$ cat src/sv/kt_pkg.sv
`timescale 1ns / 1ps
`default_nettype none
// ----------------------------------------------------------------------------
// kt_pkg
// Shared constants, types and move tables for the knight's tour stepper.
// ----------------------------------------------------------------------------
package kt_pkg;

    localparam int BOARD_SIZE = 8;                      // 5 .. 8
    localparam int SQUARES    = BOARD_SIZE * BOARD_SIZE;
    localparam int DEPTH      = 64;
    localparam int ADDR_W     = 6;
    localparam int MOVE_W     = 7;

    localparam logic OP_START   = 1'b0;
    localparam logic OP_ADVANCE = 1'b1;

    typedef logic signed [4:0]  t_coord;
    typedef logic [ADDR_W-1:0]  t_addr;
    typedef logic [MOVE_W-1:0]  t_move;

    typedef struct packed {
        t_coord row;
        t_coord col;
        logic   on_board;
        t_addr  index;
    } t_square;

    function automatic t_coord delta_row(input logic [2:0] dir);
        t_coord d;
        unique case (dir)
            3'd0:    d = -5'sd2;
            3'd1:    d = -5'sd1;
            3'd2:    d =  5'sd1;
            3'd3:    d =  5'sd2;
            3'd4:    d =  5'sd2;
            3'd5:    d =  5'sd1;
            3'd6:    d = -5'sd1;
            default: d = -5'sd2;
        endcase
        return d;
    endfunction

    function automatic t_coord delta_col(input logic [2:0] dir);
        t_coord d;
        unique case (dir)
            3'd0:    d =  5'sd1;
            3'd1:    d =  5'sd2;
            3'd2:    d =  5'sd2;
            3'd3:    d =  5'sd1;
            3'd4:    d = -5'sd1;
            3'd5:    d = -5'sd2;
            3'd6:    d = -5'sd2;
            default: d = -5'sd1;
        endcase
        return d;
    endfunction

endpackage
`default_nettype wire

$ cat src/sv/kt_ram.sv
`timescale 1ns / 1ps
`default_nettype none
// ----------------------------------------------------------------------------
// kt_ram
// Generic simple dual-port RAM: one write port, one registered read port.
// ----------------------------------------------------------------------------
module kt_ram #(
    parameter int WIDTH = 8,
    parameter int DEPTH = 64
) (
    input  wire logic                     i_clk,
    input  wire logic                     i_we,
    input  wire logic [$clog2(DEPTH)-1:0] i_waddr,
    input  wire logic [WIDTH-1:0]         i_wdata,
    input  wire logic [$clog2(DEPTH)-1:0] i_raddr,
    output logic      [WIDTH-1:0]         o_rdata
);

    logic [WIDTH-1:0] r_mem [DEPTH];

    always_ff @(posedge i_clk) begin
        if (i_we) begin
            r_mem[i_waddr] <= i_wdata;
        end
        o_rdata <= r_mem[i_raddr];
    end

endmodule
`default_nettype wire

$ cat src/sv/kt_move_unit.sv
`timescale 1ns / 1ps
`default_nettype none
// ----------------------------------------------------------------------------
// kt_move_unit
// Shared coordinate unit: adds one knight move to a base square, checks the
// board bounds and forms the board address.
// ----------------------------------------------------------------------------
module kt_move_unit (
    input  wire kt_pkg::t_coord  i_base_row,
    input  wire kt_pkg::t_coord  i_base_col,
    input  wire logic [2:0]      i_dir,
    output kt_pkg::t_square      o_sq
);

    kt_pkg::t_coord w_row;
    kt_pkg::t_coord w_col;

    assign w_row = i_base_row + kt_pkg::delta_row(i_dir);
    assign w_col = i_base_col + kt_pkg::delta_col(i_dir);

    always_comb begin
        o_sq.row      = w_row;
        o_sq.col      = w_col;
        o_sq.on_board = !w_row[4] && (w_row < kt_pkg::t_coord'(kt_pkg::BOARD_SIZE))
                     && !w_col[4] && (w_col < kt_pkg::t_coord'(kt_pkg::BOARD_SIZE));
        o_sq.index    = kt_pkg::t_addr'(w_row[2:0]) * kt_pkg::t_addr'(kt_pkg::BOARD_SIZE)
                      + kt_pkg::t_addr'(w_col[2:0]);
    end

endmodule
`default_nettype wire

$ cat src/sv/knight_tour_warnsdorff_stepper.sv
`timescale 1ns / 1ps
`default_nettype none
// ----------------------------------------------------------------------------
// knight_tour_warnsdorff_stepper
// Knight's tour builder that places one move per command by Warnsdorff's rule.
//
// Input channel (i_in_valid / o_in_ready) carries one command per transaction:
// opcode start (with start row and column) or advance. Output channel
// (o_out_valid / i_out_ready) returns exactly one result per command: the move
// number placed, the knight's square, and the stuck and complete flags.
//
// Sequence: a start, an ignored start or an advance after the tour has ended
// goes straight to the hand-off state, which loads the output register. A live
// advance first has the sequencer walk 8 candidate moves times 9 board reads
// (the candidate and its 8 onward exits), one read per cycle on the board RAM
// read port; it then drains the read pipeline, decides and writes the board,
// and loads the output register. That single read port paces the scan.
// The block handles one command at a time; o_in_ready is high only when idle.
//
// Reset clears the board valid bits (board reads as all unvisited), puts the
// knight at 0,0 with no moves and marks the tour as over. If the receiver
// stalls, the result sits in the output register and the block still accepts
// the next command; that command's result waits until the register is free.
// ----------------------------------------------------------------------------
module knight_tour_warnsdorff_stepper (
    input  wire logic       i_clk,
    input  wire logic       i_rst_n,
    input  wire logic       i_in_valid,
    output logic            o_in_ready,
    input  wire logic       i_opcode,
    input  wire logic [2:0] i_start_row,
    input  wire logic [2:0] i_start_col,
    output logic            o_out_valid,
    input  wire logic       i_out_ready,
    output logic [6:0]      o_move_number,
    output logic [2:0]      o_row,
    output logic [2:0]      o_col,
    output logic            o_stuck,
    output logic            o_complete
);

    typedef enum logic [2:0] {
        S_IDLE,
        S_SCAN,
        S_FLUSH,
        S_DECIDE,
        S_DONE
    } t_state;

    localparam logic [3:0] LAST_SLOT = 4'd8;
    localparam logic [2:0] LAST_DIR  = 3'd7;

    t_state r_state, n_state;

    // tour state
    logic [kt_pkg::DEPTH-1:0] r_vld, n_vld;
    logic [2:0]     r_knight_row, n_knight_row;
    logic [2:0]     r_knight_col, n_knight_col;
    kt_pkg::t_move  r_moves, n_moves;
    logic           r_over, n_over;

    // sequencer: candidate direction and slot within the candidate
    logic [2:0]     r_k, n_k;
    logic [3:0]     r_j, n_j;
    kt_pkg::t_coord r_cand_row, n_cand_row;
    kt_pkg::t_coord r_cand_col, n_cand_col;
    kt_pkg::t_addr  r_cand_idx, n_cand_idx;

    // read pipeline tags, aligned with registered RAM data
    logic           r_p_vld, n_p_vld;
    logic           r_p_first, n_p_first;
    logic           r_p_last, n_p_last;
    logic           r_p_on, n_p_on;
    logic           r_rd_vld, n_rd_vld;

    // evaluation
    logic           r_cand_free, n_cand_free;
    logic [3:0]     r_exits, n_exits;
    logic           r_found, n_found;
    logic [3:0]     r_best_cnt, n_best_cnt;
    logic [2:0]     r_best_row, n_best_row;
    logic [2:0]     r_best_col, n_best_col;
    kt_pkg::t_addr  r_best_idx, n_best_idx;

    // pending result and output register
    kt_pkg::t_move  r_res_move, n_res_move;
    logic [2:0]     r_res_row, n_res_row;
    logic [2:0]     r_res_col, n_res_col;
    logic           r_res_stuck, n_res_stuck;
    logic           r_res_complete, n_res_complete;
    logic           r_ovalid, n_ovalid;
    kt_pkg::t_move  r_o_move, n_o_move;
    logic [2:0]     r_o_row, n_o_row;
    logic [2:0]     r_o_col, n_o_col;
    logic           r_o_stuck, n_o_stuck;
    logic           r_o_complete, n_o_complete;

    // shared move unit and board RAM
    kt_pkg::t_coord  w_base_row, w_base_col;
    logic [2:0]      w_dir;
    kt_pkg::t_square w_sq;
    logic            w_we;
    kt_pkg::t_addr   w_waddr;
    kt_pkg::t_move   w_wdata;
    kt_pkg::t_move   w_rdata;

    logic            w_hit, w_free;
    logic [3:0]      w_total;
    logic            w_start_ok;
    kt_pkg::t_addr   w_start_idx;
    logic            w_idle_done, w_idle_stuck;
    kt_pkg::t_move   w_next_move;

    // Slot 0 looks at the candidate from the knight; slots 1..8 at its exits.
    assign w_base_row = (r_j == 4'd0) ? kt_pkg::t_coord'({2'b00, r_knight_row}) : r_cand_row;
    assign w_base_col = (r_j == 4'd0) ? kt_pkg::t_coord'({2'b00, r_knight_col}) : r_cand_col;
    assign w_dir      = (r_j == 4'd0) ? r_k : 3'(r_j - 4'd1);

    kt_move_unit u_move (
        .i_base_row (w_base_row),
        .i_base_col (w_base_col),
        .i_dir      (w_dir),
        .o_sq       (w_sq)
    );

    kt_ram #(
        .WIDTH (kt_pkg::MOVE_W),
        .DEPTH (kt_pkg::DEPTH)
    ) u_board (
        .i_clk   (i_clk),
        .i_we    (w_we),
        .i_waddr (w_waddr),
        .i_wdata (w_wdata),
        .i_raddr (w_sq.index),
        .o_rdata (w_rdata)
    );

    assign w_start_ok  = ({1'b0, i_start_row} < 4'(kt_pkg::BOARD_SIZE))
                      && ({1'b0, i_start_col} < 4'(kt_pkg::BOARD_SIZE));
    assign w_start_idx = kt_pkg::t_addr'(i_start_row) * kt_pkg::t_addr'(kt_pkg::BOARD_SIZE)
                       + kt_pkg::t_addr'(i_start_col);
    assign w_idle_done  = (r_moves == kt_pkg::t_move'(kt_pkg::SQUARES));
    assign w_idle_stuck = r_over && (r_moves != '0) && !w_idle_done;
    assign w_next_move  = r_moves + kt_pkg::t_move'(1);

    // An entry is visited only if its valid bit is set and it holds a move.
    assign w_hit   = r_rd_vld && (w_rdata != '0);
    assign w_free  = r_p_on && !w_hit;
    assign w_total = r_exits + {3'b000, w_free};

    assign o_in_ready = (r_state == S_IDLE);

    always_comb begin
        n_state        = r_state;
        n_vld          = r_vld;
        n_knight_row   = r_knight_row;
        n_knight_col   = r_knight_col;
        n_moves        = r_moves;
        n_over         = r_over;
        n_k            = r_k;
        n_j            = r_j;
        n_cand_row     = r_cand_row;
        n_cand_col     = r_cand_col;
        n_cand_idx     = r_cand_idx;
        n_p_vld        = 1'b0;
        n_p_first      = (r_j == 4'd0);
        n_p_last       = (r_j == LAST_SLOT);
        n_p_on         = w_sq.on_board;
        n_rd_vld       = r_vld[w_sq.index];
        n_cand_free    = r_cand_free;
        n_exits        = r_exits;
        n_found        = r_found;
        n_best_cnt     = r_best_cnt;
        n_best_row     = r_best_row;
        n_best_col     = r_best_col;
        n_best_idx     = r_best_idx;
        n_res_move     = r_res_move;
        n_res_row      = r_res_row;
        n_res_col      = r_res_col;
        n_res_stuck    = r_res_stuck;
        n_res_complete = r_res_complete;
        n_ovalid       = r_ovalid && !i_out_ready;
        n_o_move       = r_o_move;
        n_o_row        = r_o_row;
        n_o_col        = r_o_col;
        n_o_stuck      = r_o_stuck;
        n_o_complete   = r_o_complete;
        w_we           = 1'b0;
        w_waddr        = w_start_idx;
        w_wdata        = kt_pkg::t_move'(1);

        // Evaluate the read that was issued last cycle.
        if (r_p_vld) begin
            if (r_p_first) begin
                n_cand_free = w_free;
                n_exits     = '0;
            end else begin
                n_exits = w_total;
                if (r_p_last && r_cand_free && (!r_found || (w_total < r_best_cnt))) begin
                    n_found    = 1'b1;
                    n_best_cnt = w_total;
                    n_best_row = r_cand_row[2:0];
                    n_best_col = r_cand_col[2:0];
                    n_best_idx = r_cand_idx;
                end
            end
        end

        unique case (r_state)
            S_IDLE: begin
                if (i_in_valid) begin
                    n_res_move     = '0;
                    n_res_row      = r_knight_row;
                    n_res_col      = r_knight_col;
                    n_res_stuck    = w_idle_stuck;
                    n_res_complete = w_idle_done;
                    n_state        = S_DONE;
                    if (i_opcode == kt_pkg::OP_START) begin
                        if (w_start_ok) begin
                            // clear the board and place move 1
                            n_vld              = '0;
                            n_vld[w_start_idx] = 1'b1;
                            w_we               = 1'b1;
                            n_knight_row       = i_start_row;
                            n_knight_col       = i_start_col;
                            n_moves            = kt_pkg::t_move'(1);
                            n_over             = 1'b0;
                            n_res_move         = kt_pkg::t_move'(1);
                            n_res_row          = i_start_row;
                            n_res_col          = i_start_col;
                            n_res_stuck        = 1'b0;
                            n_res_complete     = 1'b0;
                        end
                    end else if (!r_over) begin
                        n_k     = '0;
                        n_j     = '0;
                        n_found = 1'b0;
                        n_state = S_SCAN;
                    end
                end
            end
            S_SCAN: begin
                n_p_vld = 1'b1;
                if (r_j == 4'd0) begin
                    n_cand_row = w_sq.row;
                    n_cand_col = w_sq.col;
                    n_cand_idx = w_sq.index;
                end
                if (r_j == LAST_SLOT) begin
                    n_j = '0;
                    if (r_k == LAST_DIR) begin
                        n_state = S_FLUSH;
                    end else begin
                        n_k = r_k + 3'd1;
                    end
                end else begin
                    n_j = r_j + 4'd1;
                end
            end
            S_FLUSH: begin
                n_state = S_DECIDE;
            end
            S_DECIDE: begin
                n_state = S_DONE;
                if (r_found) begin
                    w_we              = 1'b1;
                    w_waddr           = r_best_idx;
                    w_wdata           = w_next_move;
                    n_vld[r_best_idx] = 1'b1;
                    n_moves           = w_next_move;
                    n_knight_row      = r_best_row;
                    n_knight_col      = r_best_col;
                    n_over            = (w_next_move >= kt_pkg::t_move'(kt_pkg::SQUARES));
                    n_res_move        = w_next_move;
                    n_res_row         = r_best_row;
                    n_res_col         = r_best_col;
                    n_res_stuck       = 1'b0;
                    n_res_complete    = (w_next_move >= kt_pkg::t_move'(kt_pkg::SQUARES));
                end else begin
                    n_over         = 1'b1;
                    n_res_move     = '0;
                    n_res_row      = r_knight_row;
                    n_res_col      = r_knight_col;
                    n_res_stuck    = 1'b1;
                    n_res_complete = 1'b0;
                end
            end
            S_DONE: begin
                // hold until the output register is free
                if (!r_ovalid || i_out_ready) begin
                    n_ovalid     = 1'b1;
                    n_o_move     = r_res_move;
                    n_o_row      = r_res_row;
                    n_o_col      = r_res_col;
                    n_o_stuck    = r_res_stuck;
                    n_o_complete = r_res_complete;
                    n_state      = S_IDLE;
                end
            end
            default: begin
                n_state = S_IDLE;
            end
        endcase
    end

    always_ff @(posedge i_clk) begin
        if (!i_rst_n) begin
            r_state      <= S_IDLE;
            r_vld        <= '0;
            r_knight_row <= '0;
            r_knight_col <= '0;
            r_moves      <= '0;
            r_over       <= 1'b1;
            r_p_vld      <= 1'b0;
            r_found      <= 1'b0;
            r_ovalid     <= 1'b0;
            r_k          <= '0;
            r_j          <= '0;
        end else begin
            r_state      <= n_state;
            r_vld        <= n_vld;
            r_knight_row <= n_knight_row;
            r_knight_col <= n_knight_col;
            r_moves      <= n_moves;
            r_over       <= n_over;
            r_p_vld      <= n_p_vld;
            r_found      <= n_found;
            r_ovalid     <= n_ovalid;
            r_k          <= n_k;
            r_j          <= n_j;
        end
        r_cand_row     <= n_cand_row;
        r_cand_col     <= n_cand_col;
        r_cand_idx     <= n_cand_idx;
        r_p_first      <= n_p_first;
        r_p_last       <= n_p_last;
        r_p_on         <= n_p_on;
        r_rd_vld       <= n_rd_vld;
        r_cand_free    <= n_cand_free;
        r_exits        <= n_exits;
        r_best_cnt     <= n_best_cnt;
        r_best_row     <= n_best_row;
        r_best_col     <= n_best_col;
        r_best_idx     <= n_best_idx;
        r_res_move     <= n_res_move;
        r_res_row      <= n_res_row;
        r_res_col      <= n_res_col;
        r_res_stuck    <= n_res_stuck;
        r_res_complete <= n_res_complete;
        r_o_move       <= n_o_move;
        r_o_row        <= n_o_row;
        r_o_col        <= n_o_col;
        r_o_stuck      <= n_o_stuck;
        r_o_complete   <= n_o_complete;
    end

    assign o_out_valid   = r_ovalid;
    assign o_move_number = r_o_move;
    assign o_row         = r_o_row;
    assign o_col         = r_o_col;
    assign o_stuck       = r_o_stuck;
    assign o_complete    = r_o_complete;

    // A placed move advances the move count by exactly one.
    a_move_step: assert property (@(posedge i_clk) disable iff (!i_rst_n)
        (r_state == S_DECIDE && r_found) |=> (r_moves == $past(r_moves) + kt_pkg::t_move'(1)))
        else $error("move count did not advance by one");

    // The move count never passes the number of squares.
    a_move_range: assert property (@(posedge i_clk) disable iff (!i_rst_n)
        r_moves <= kt_pkg::t_move'(kt_pkg::SQUARES))
        else $error("move count beyond board size");

    // A live tour has at least one and fewer than all squares visited.
    a_live_tour: assert property (@(posedge i_clk) disable iff (!i_rst_n)
        !r_over |-> (r_moves != '0 && r_moves < kt_pkg::t_move'(kt_pkg::SQUARES)))
        else $error("live tour with inconsistent move count");

    // A new result appears only out of the result hand-off state.
    a_result_src: assert property (@(posedge i_clk) disable iff (!i_rst_n)
        $rose(r_ovalid) |-> $past(r_state == S_DONE))
        else $error("result raised outside hand-off");

    // Board writes never collide with the candidate scan.
    a_write_idle: assert property (@(posedge i_clk) disable iff (!i_rst_n)
        w_we |-> (r_state == S_IDLE || r_state == S_DECIDE))
        else $error("board write during scan");

endmodule
`default_nettype wire
$ cat config.mk
export PLATFORM = sky130hd
export DESIGN_NAME = knight_tour_warnsdorff_stepper
export DESIGN_NICKNAME = d
export VERILOG_FILES = /design/src/sv/kt_pkg.sv /design/src/sv/kt_ram.sv /design/src/sv/kt_move_unit.sv /design/src/sv/knight_tour_warnsdorff_stepper.sv
export SDC_FILE = /design/constraint.sdc
export NUM_CORES = 1
export LEC_CHECK = 0
export ABC_CLOCK_PERIOD_IN_PS = 7100
export BUFFER_PORTS_ARGS = -buffer_cell sky130_fd_sc_hd__buf_4
export CAP_MARGIN = 15
export CELL_PAD_IN_SITES_DETAIL_PLACEMENT = 2
export CELL_PAD_IN_SITES_GLOBAL_PLACEMENT = 2
export CORE_MARGIN = 3
export CORE_UTILIZATION = 46
export DETAILED_ROUTE_END_ITERATION = 16
export GPL_TIMING_DRIVEN = 1
export PLACE_DENSITY = 0.78
export SETUP_SLACK_MARGIN = 0.5
export SYNTH_ARGS = -nofsm -noshare
export SYNTH_HDL_FRONTEND = slang
export SYNTH_HIERARCHICAL = 1
export SYNTH_SLANG_ARGS = --single-unit
export TNS_END_PERCENT = 50
$ cat constraint.sdc
create_clock -name i_clk -period 7.1 [get_ports i_clk]
set_input_delay 0.71 -clock i_clk [delete_from_list [all_inputs] [get_ports i_clk]]
set_output_delay 0.71 -clock i_clk [all_outputs]
set_load 0.005 [all_outputs]
==> out/qor.csv, run 1 <==
metric,value,unit
antenna violations before repair,0,
"Data arrival, critical path",6.27,ns
vias in the first global route,17000,
Max rail drop VDD,0.248,mV
Synth cell types,60,
Static Leak,9.26,nW
most frequent cells in the layout,"edfxtp_1, nor2_1, mux4_2, dfxtp_1, a21oi_1",
Worst-Skew Late Latency,0.62,ns
setup tns final,0,ns
highest clock rate,173,MHz
Hold Buf Count CTS,0,
pins over their slew limit,0,
H-Tree Level Count,3,
Ports,28,
GRT Total Usage,26.8,%
largest net degree at the start of global routing,71,
skew final,0.0177,ns
Synth Register Bits,617,
fin crit period,5.77,ns
Clock Tree Buf Depth,3,
CTS Buf Count,67,
syn_nets,1697,
Worst slew margin,19.4,%
Routability Congestion,0.818,
Via Count,15500,
CTS tree,yes,
RSZ-0062 raised after global routing,false,
Post-Syn Instances,1663,
Routed Antenna Nets,0,
root buffer cell,clkbuf_16,
CP Capture Type,register,
Area Overhead vs Synth,12.0,%
"most common cell after layout, fill and taps aside",edfxtp_1,
DRC Markers,0,
die height,243,um
Synth Area per Inst,15.6,um2
Worst-Margin Slew,1.21,ns
Max Cap Viol,0,
Final Cycle Share,81.2,%
post-cts sizing count,0,
grt total ovfl,0,
"Design Area, Final",29000,um2
Initial Util,46.7,%
hpwl dp,48300,um
first-pass GRT wire length,118000,um
number of port buffers,27,
Yosys top cell by area,edfxtp_1,
"Reg clk slew, reported paths",0.06,ns
Hold WC Path Type,reg2reg,
DR WL/cell,31.8,um
CP required,7.60,ns
worst-path fanout max,25,
Synth area leaders,"edfxtp_1, mux4_2, dfxtp_1",
vias per cell,6.30,
NumNets Final,1697,
post-synthesis sequential area ratio,67.6,%
status,completed,
endpoints failing setup,0,
ys async rst share,0,%
Die Width,243,um
Area after DPL,26800,um2
first drt pass iteration count,7,
fraction of layout cells with a size suffix above 1,21.1,%
Initial DRC Count,1514,
dominant synthesized flop cell,edfxtp_1,
synth warn,6,
row count,86,
Mapped Area,25900,um2
CP Launch Type,register,
detailed-route wire length,78400,um
Core Region,55400,um2
CTS Sinks,617,
Post-CTS Repair Setup Buffers,0,
worst hold slack,0.420,ns
"EDFF count, synth",515,
diodes inserted,0,
Final Hold Viols,0,
Power Dens Cells,299,nW/um2
Synth top area share,59.7,%
critical path class,reg2reg,
die area,59200,um2
worst max-delay path: stages, from the launching register on:
cell	delay [ns]
dfxtp_1	0.36
inv_1	0.09
ha_1	0.21
or3b_2	0.66
a21oi_1	0.44
xnor2_1	0.27
nand2b_1	0.17
fa_4	0.54
xor2_4	0.36
ha_1	0.23
inv_1	0.06
fa_1	0.47
inv_1	0.19
buf_16	0.25
nand2b_1	0.44
o31ai_1	0.55
a221oi_1	0.10
a22o_1	0.26
power breakdown:
part,leakage (nW),switching [mW],internal [mW]
clock,1.07,1.50,2.01
sequential,5.26,0.0392,3.96
combinational,2.94,0.719,0.451
final cells by class:
cell class              instances  area, um2
clock buffers                  92       1820
clock inverters                32        353
fillers                      4928      26400
inverters                      29        109
multi-input cells             893       7790
flip-flops and latches        617      17500
well taps                     748        936
repair buffers                 55        470
synth_stat cells (all sizes together), types with 2 or more instances:
master	count
a211oi	12
a21o	7
a21oi	102
a221oi	4
a22o	3
a22oi	11
a31oi	3
a32o	2
and2	10
and3	8
and3b	8
buf	55
clkbuf	69
dfxtp	102
edfxtp	515
fa	3
ha	20
inv	29
mux2	9
mux2i	20
mux4	128
nand2	27
nand2b	9
nand3	20
nand3b	18
nand4	4
nand4b	2
nor2	245
nor2b	8
nor3	16
nor3b	10
nor4	6
o21a	2
o21ai	22
o221a	64
o221ai	5
o22ai	20
o31ai	8
o32ai	6
or2	7
or3	11
or3b	9
xnor2	10
xor2	8
kinds of logic after synthesis:
family | count (synthesis) | share of synthesized area, %
AOI/OAI and AO/OA | 277 | 7.81
xor gates and xnor gates | 18 | 0.609
adders and majority gates | 23 | 1.20
buffers and inverters | 153 | 2.69
DFF | 617 | 67.6
muxes | 157 | 12.4
and+or+nand+nor | 418 | 7.69
path summary, 6_finish.rpt:
path                              startpoint            endpoint  slack [ns]  cells past startpoint
worst max register to register        r_j[0]  u_board/o_rdata[1]        1.33                     17
worst min-delay path            r_res_col[1]            o_col[1]        0.42                      0
worst min register to register  r_res_col[1]            o_col[1]        0.42                      0
worst max-delay path                  r_j[0]  u_board/o_rdata[1]        1.33                     17
state kept, by name, indices dropped and copies added, names as in the netlist, 4 cells and up:
register         flops
r_vld               64
r_cand_row           5
r_res_move           7
u_board/o_rdata      7
r_j                  4
o_move_number        7
r_cand_idx           6
r_exits              4
r_moves              7
r_best_idx           6
r_best_cnt           4
r_cand_col           5
u_board/r_mem      448
routing by layer:
| metal | vias up | share of wire [%] | track usage [%] |
|---|---|---|---|
| met3 | 167 | 5.9 | 5.02 |
| met2 | 603 | 50 | 45.3 |
| li1 | 6513 | - | - |
| met5 | - | 0 | 0 |
| met1 | 8262 | 40 | 34.7 |
| met4 | 0 | 3.6 | 9.91 |
stage by stage:
step           worst slack [ns]  instances  total power, mW  utilization, %
2_1_floorplan              2.12       1663             4.85               -
3_3_place_gp               1.61       2341             5.13            48.3
3_5_place_dp               1.15       2341             5.19            48.3
4_1_cts                   0.952       2465             8.72            52.3
5_1_grt                    1.03       2466             8.96            52.3
6_report                   1.33       2466             8.68            52.3
Note: power is estimated with default switching activity, not from simulation.
==> inputs of run 2 (changes only) <==
ABC_CLOCK_PERIOD_IN_PS = 5000   (was 7100)
CORE_UTILIZATION = 43   (was 46)
PLACE_DENSITY = 0.77   (was 0.78)
clock period = 5 ns   (was 7.1 ns; I/O delays follow)
==> out/qor.csv, run 2 (synthesis results as in run 1) <==
metric,value,unit,change
antenna violations before repair,0,,unchanged
CTS tree,yes,,
Routability Congestion,0.830,,+1.5%
Ports,28,,unchanged
first drt pass iteration count,5,,-2
skew final,0.0262,ns,+0.00845 ns
die area,63200,um2,+6.8%
"Data arrival, critical path",5.19,ns,-1.08 ns
filler instances,5336,,+8.3%
Worst Setup SP,r_j[1],,
RSZ-0062 raised after global routing,true,,
Hold WC Path Type,in2reg,,
DR WL/cell,32.4,um,+1.8%
"Reg clk slew, reported paths",0.06,ns,about the same
Max rail drop VDD,0.257,mV,+3.8%
CP top delay family,adder cells,,
hold path start,i_out_ready,,
largest net degree at the start of global routing,71,,unchanged
Power Dens Cells,431,nW/um2,+44%
fraction of layout cells with a size suffix above 1,24.1,%,+3.0 points
CTS Buf Count,68,,+1.5%
root buffer cell,clkbuf_16,,
pins over their slew limit,0,,unchanged
highest clock rate,214,MHz,+23%
vias per cell,6.21,,-1.5%
max reg flops,448,,unchanged
setup tns final,0,ns,unchanged
Via Count,15600,,+0.47%
"non-filler cells, final",2516,,+2.0%
CTS Sinks,617,,unchanged
status,completed,,
"Design Area, Final",29600,um2,+2.0%
Worst slew margin,24.9,%,+5.5 points
vias in the first global route,17100,,+0.18%
register bank with the most flops,u_board/r_mem,,
cell-by-cell trace of the critical path,inv_1 -> ha_4 -> or3b_4 -> a21oi_4 -> xnor2_4 -> ha_4 -> fa_4 -> xor2_4 -> ha_2 -> inv_1 -> fa_1 -> inv_4 -> buf_6 -> nand2b_1 -> buf_4 -> o221ai_1 -> o21ai_1 -> a32o_1,,
number of port buffers,27,,unchanged
CP Launch Type,register,,
DRC Markers,0,,unchanged
Initial DRC Count,1420,,-6.2%
Max Cap Viol,0,,unchanged
"slowest stage delay, CP",0.53,ns,-0.13 ns
Core Region,59200,um2,+6.9%
Worst-Skew Late Latency,0.62,ns,about the same
Final Hold Viols,0,,unchanged
CP required,5.51,ns,-2.09 ns
critical path class,reg2reg,,
GRT Total Usage,25.5,%,-1.3 points
Area after DPL,26900,um2,+0.60%
H-Tree Level Count,3,,unchanged
Routed Antenna Nets,0,,unchanged
Largest regs,"u_board/r_mem (448), r_vld (64)",,
diodes inserted,0,,unchanged
Die Width,251,um,+3.3%
Initial Util,43.7,%,-3.0 points
worst-path fanout max,10,,-60%
endpoints failing setup,0,,unchanged
placed cells,2380,,+1.7%
reg2reg start,r_j[1],,
first-pass GRT wire length,119000,um,+1.2%
Area Overhead vs Synth,14.2,%,
fin crit period,4.68,ns,-1.09 ns
hpwl dp,49700,um,+2.9%
Final Cycle Share,93.5,%,+12 points
CP Capture Type,register,,
Static Leak,9.49,nW,+2.5%
NumNets Final,1721,,+1.4%
Clock Tree Buf Depth,3,,unchanged
die height,251,um,+3.3%
most frequent cells in the layout,"edfxtp_1, nor2_1, mux4_2, dfxtp_1, a21oi_1",,
grt total ovfl,0,,unchanged
worst hold slack,0.268,ns,-0.152 ns
Slowest cell on crit path,fa_1,,
Worst-Margin Slew,1.12,ns,-0.0839 ns
row count,89,,+3.5%
Worst Path Buf+Inv,5,,+1
detailed-route wire length,81400,um,+3.9%
Hold Buf Count CTS,0,,unchanged
"most common cell after layout, fill and taps aside",edfxtp_1,,
run 2: path summary, 6_finish.rpt:
kind                                           end  slack, ns  cells after the start
worst max register to register  u_board/o_rdata[5]       0.32                     18
worst min register to register            o_col[0]       0.43                      0
worst max-delay path            u_board/o_rdata[5]       0.32                     18
worst min-delay path                   o_out_valid       0.27                      3
run 2: repair_timing:
action                     4_1_cts  5_1_grt
buffers inserted                 4        2
gates resized for setup         20       25
gates cloned                     0        2
pin swaps                        4        4
setup endpoints to repair        8        8
run 2: area by class of cell:
cell class / instances / area, um2 / area share [%]
clock buffers: 85 / 1820 / 6.14
clock inverters: 41 / 478 / 1.62
inverters: 29 / 111 / 0.377
multi-input cells: 893 / 7970 / 27.0
flip-flops and latches: 617 / 17500 / 59.2
well taps: 773 / 967 / 3.27
repair buffers: 78 / 708 / 2.40
run 2: report_power, final:
group	switching, mW	internal (mW)
combinational	1.10	0.757
clock	2.16	3.03
sequential	0.0567	5.62
run 2: tightest hold or removal path, cell delays in order:
cell and delay [ns]:
buf_4 0.07, nand2b_1 0.14, a21oi_1 0.10
run 2: metal layers:
layer / GRT usage, % / up-vias / routed length (um)
met1: 33.0 / 8349 / 32700
met4: 9.71 / 0 / 2910
li1: - / 6568 / -
met3: 4.45 / 148 / 4440
met5: 0 / - / 0
met2: 43.3 / 553 / 41300
run 2: through the flow:
step | util [%] | setup slack (ns) | power, mW
after floorplan | - | 0.530 | 6.90
after global placement | 45.5 | 0.175 | 7.32
after detailed placement | 45.5 | -0.150 | 7.44
after CTS | 49.6 | 0.487 | 12.7
after global routing | 49.9 | 0.229 | 13.1
final | 49.9 | 0.323 | 12.7
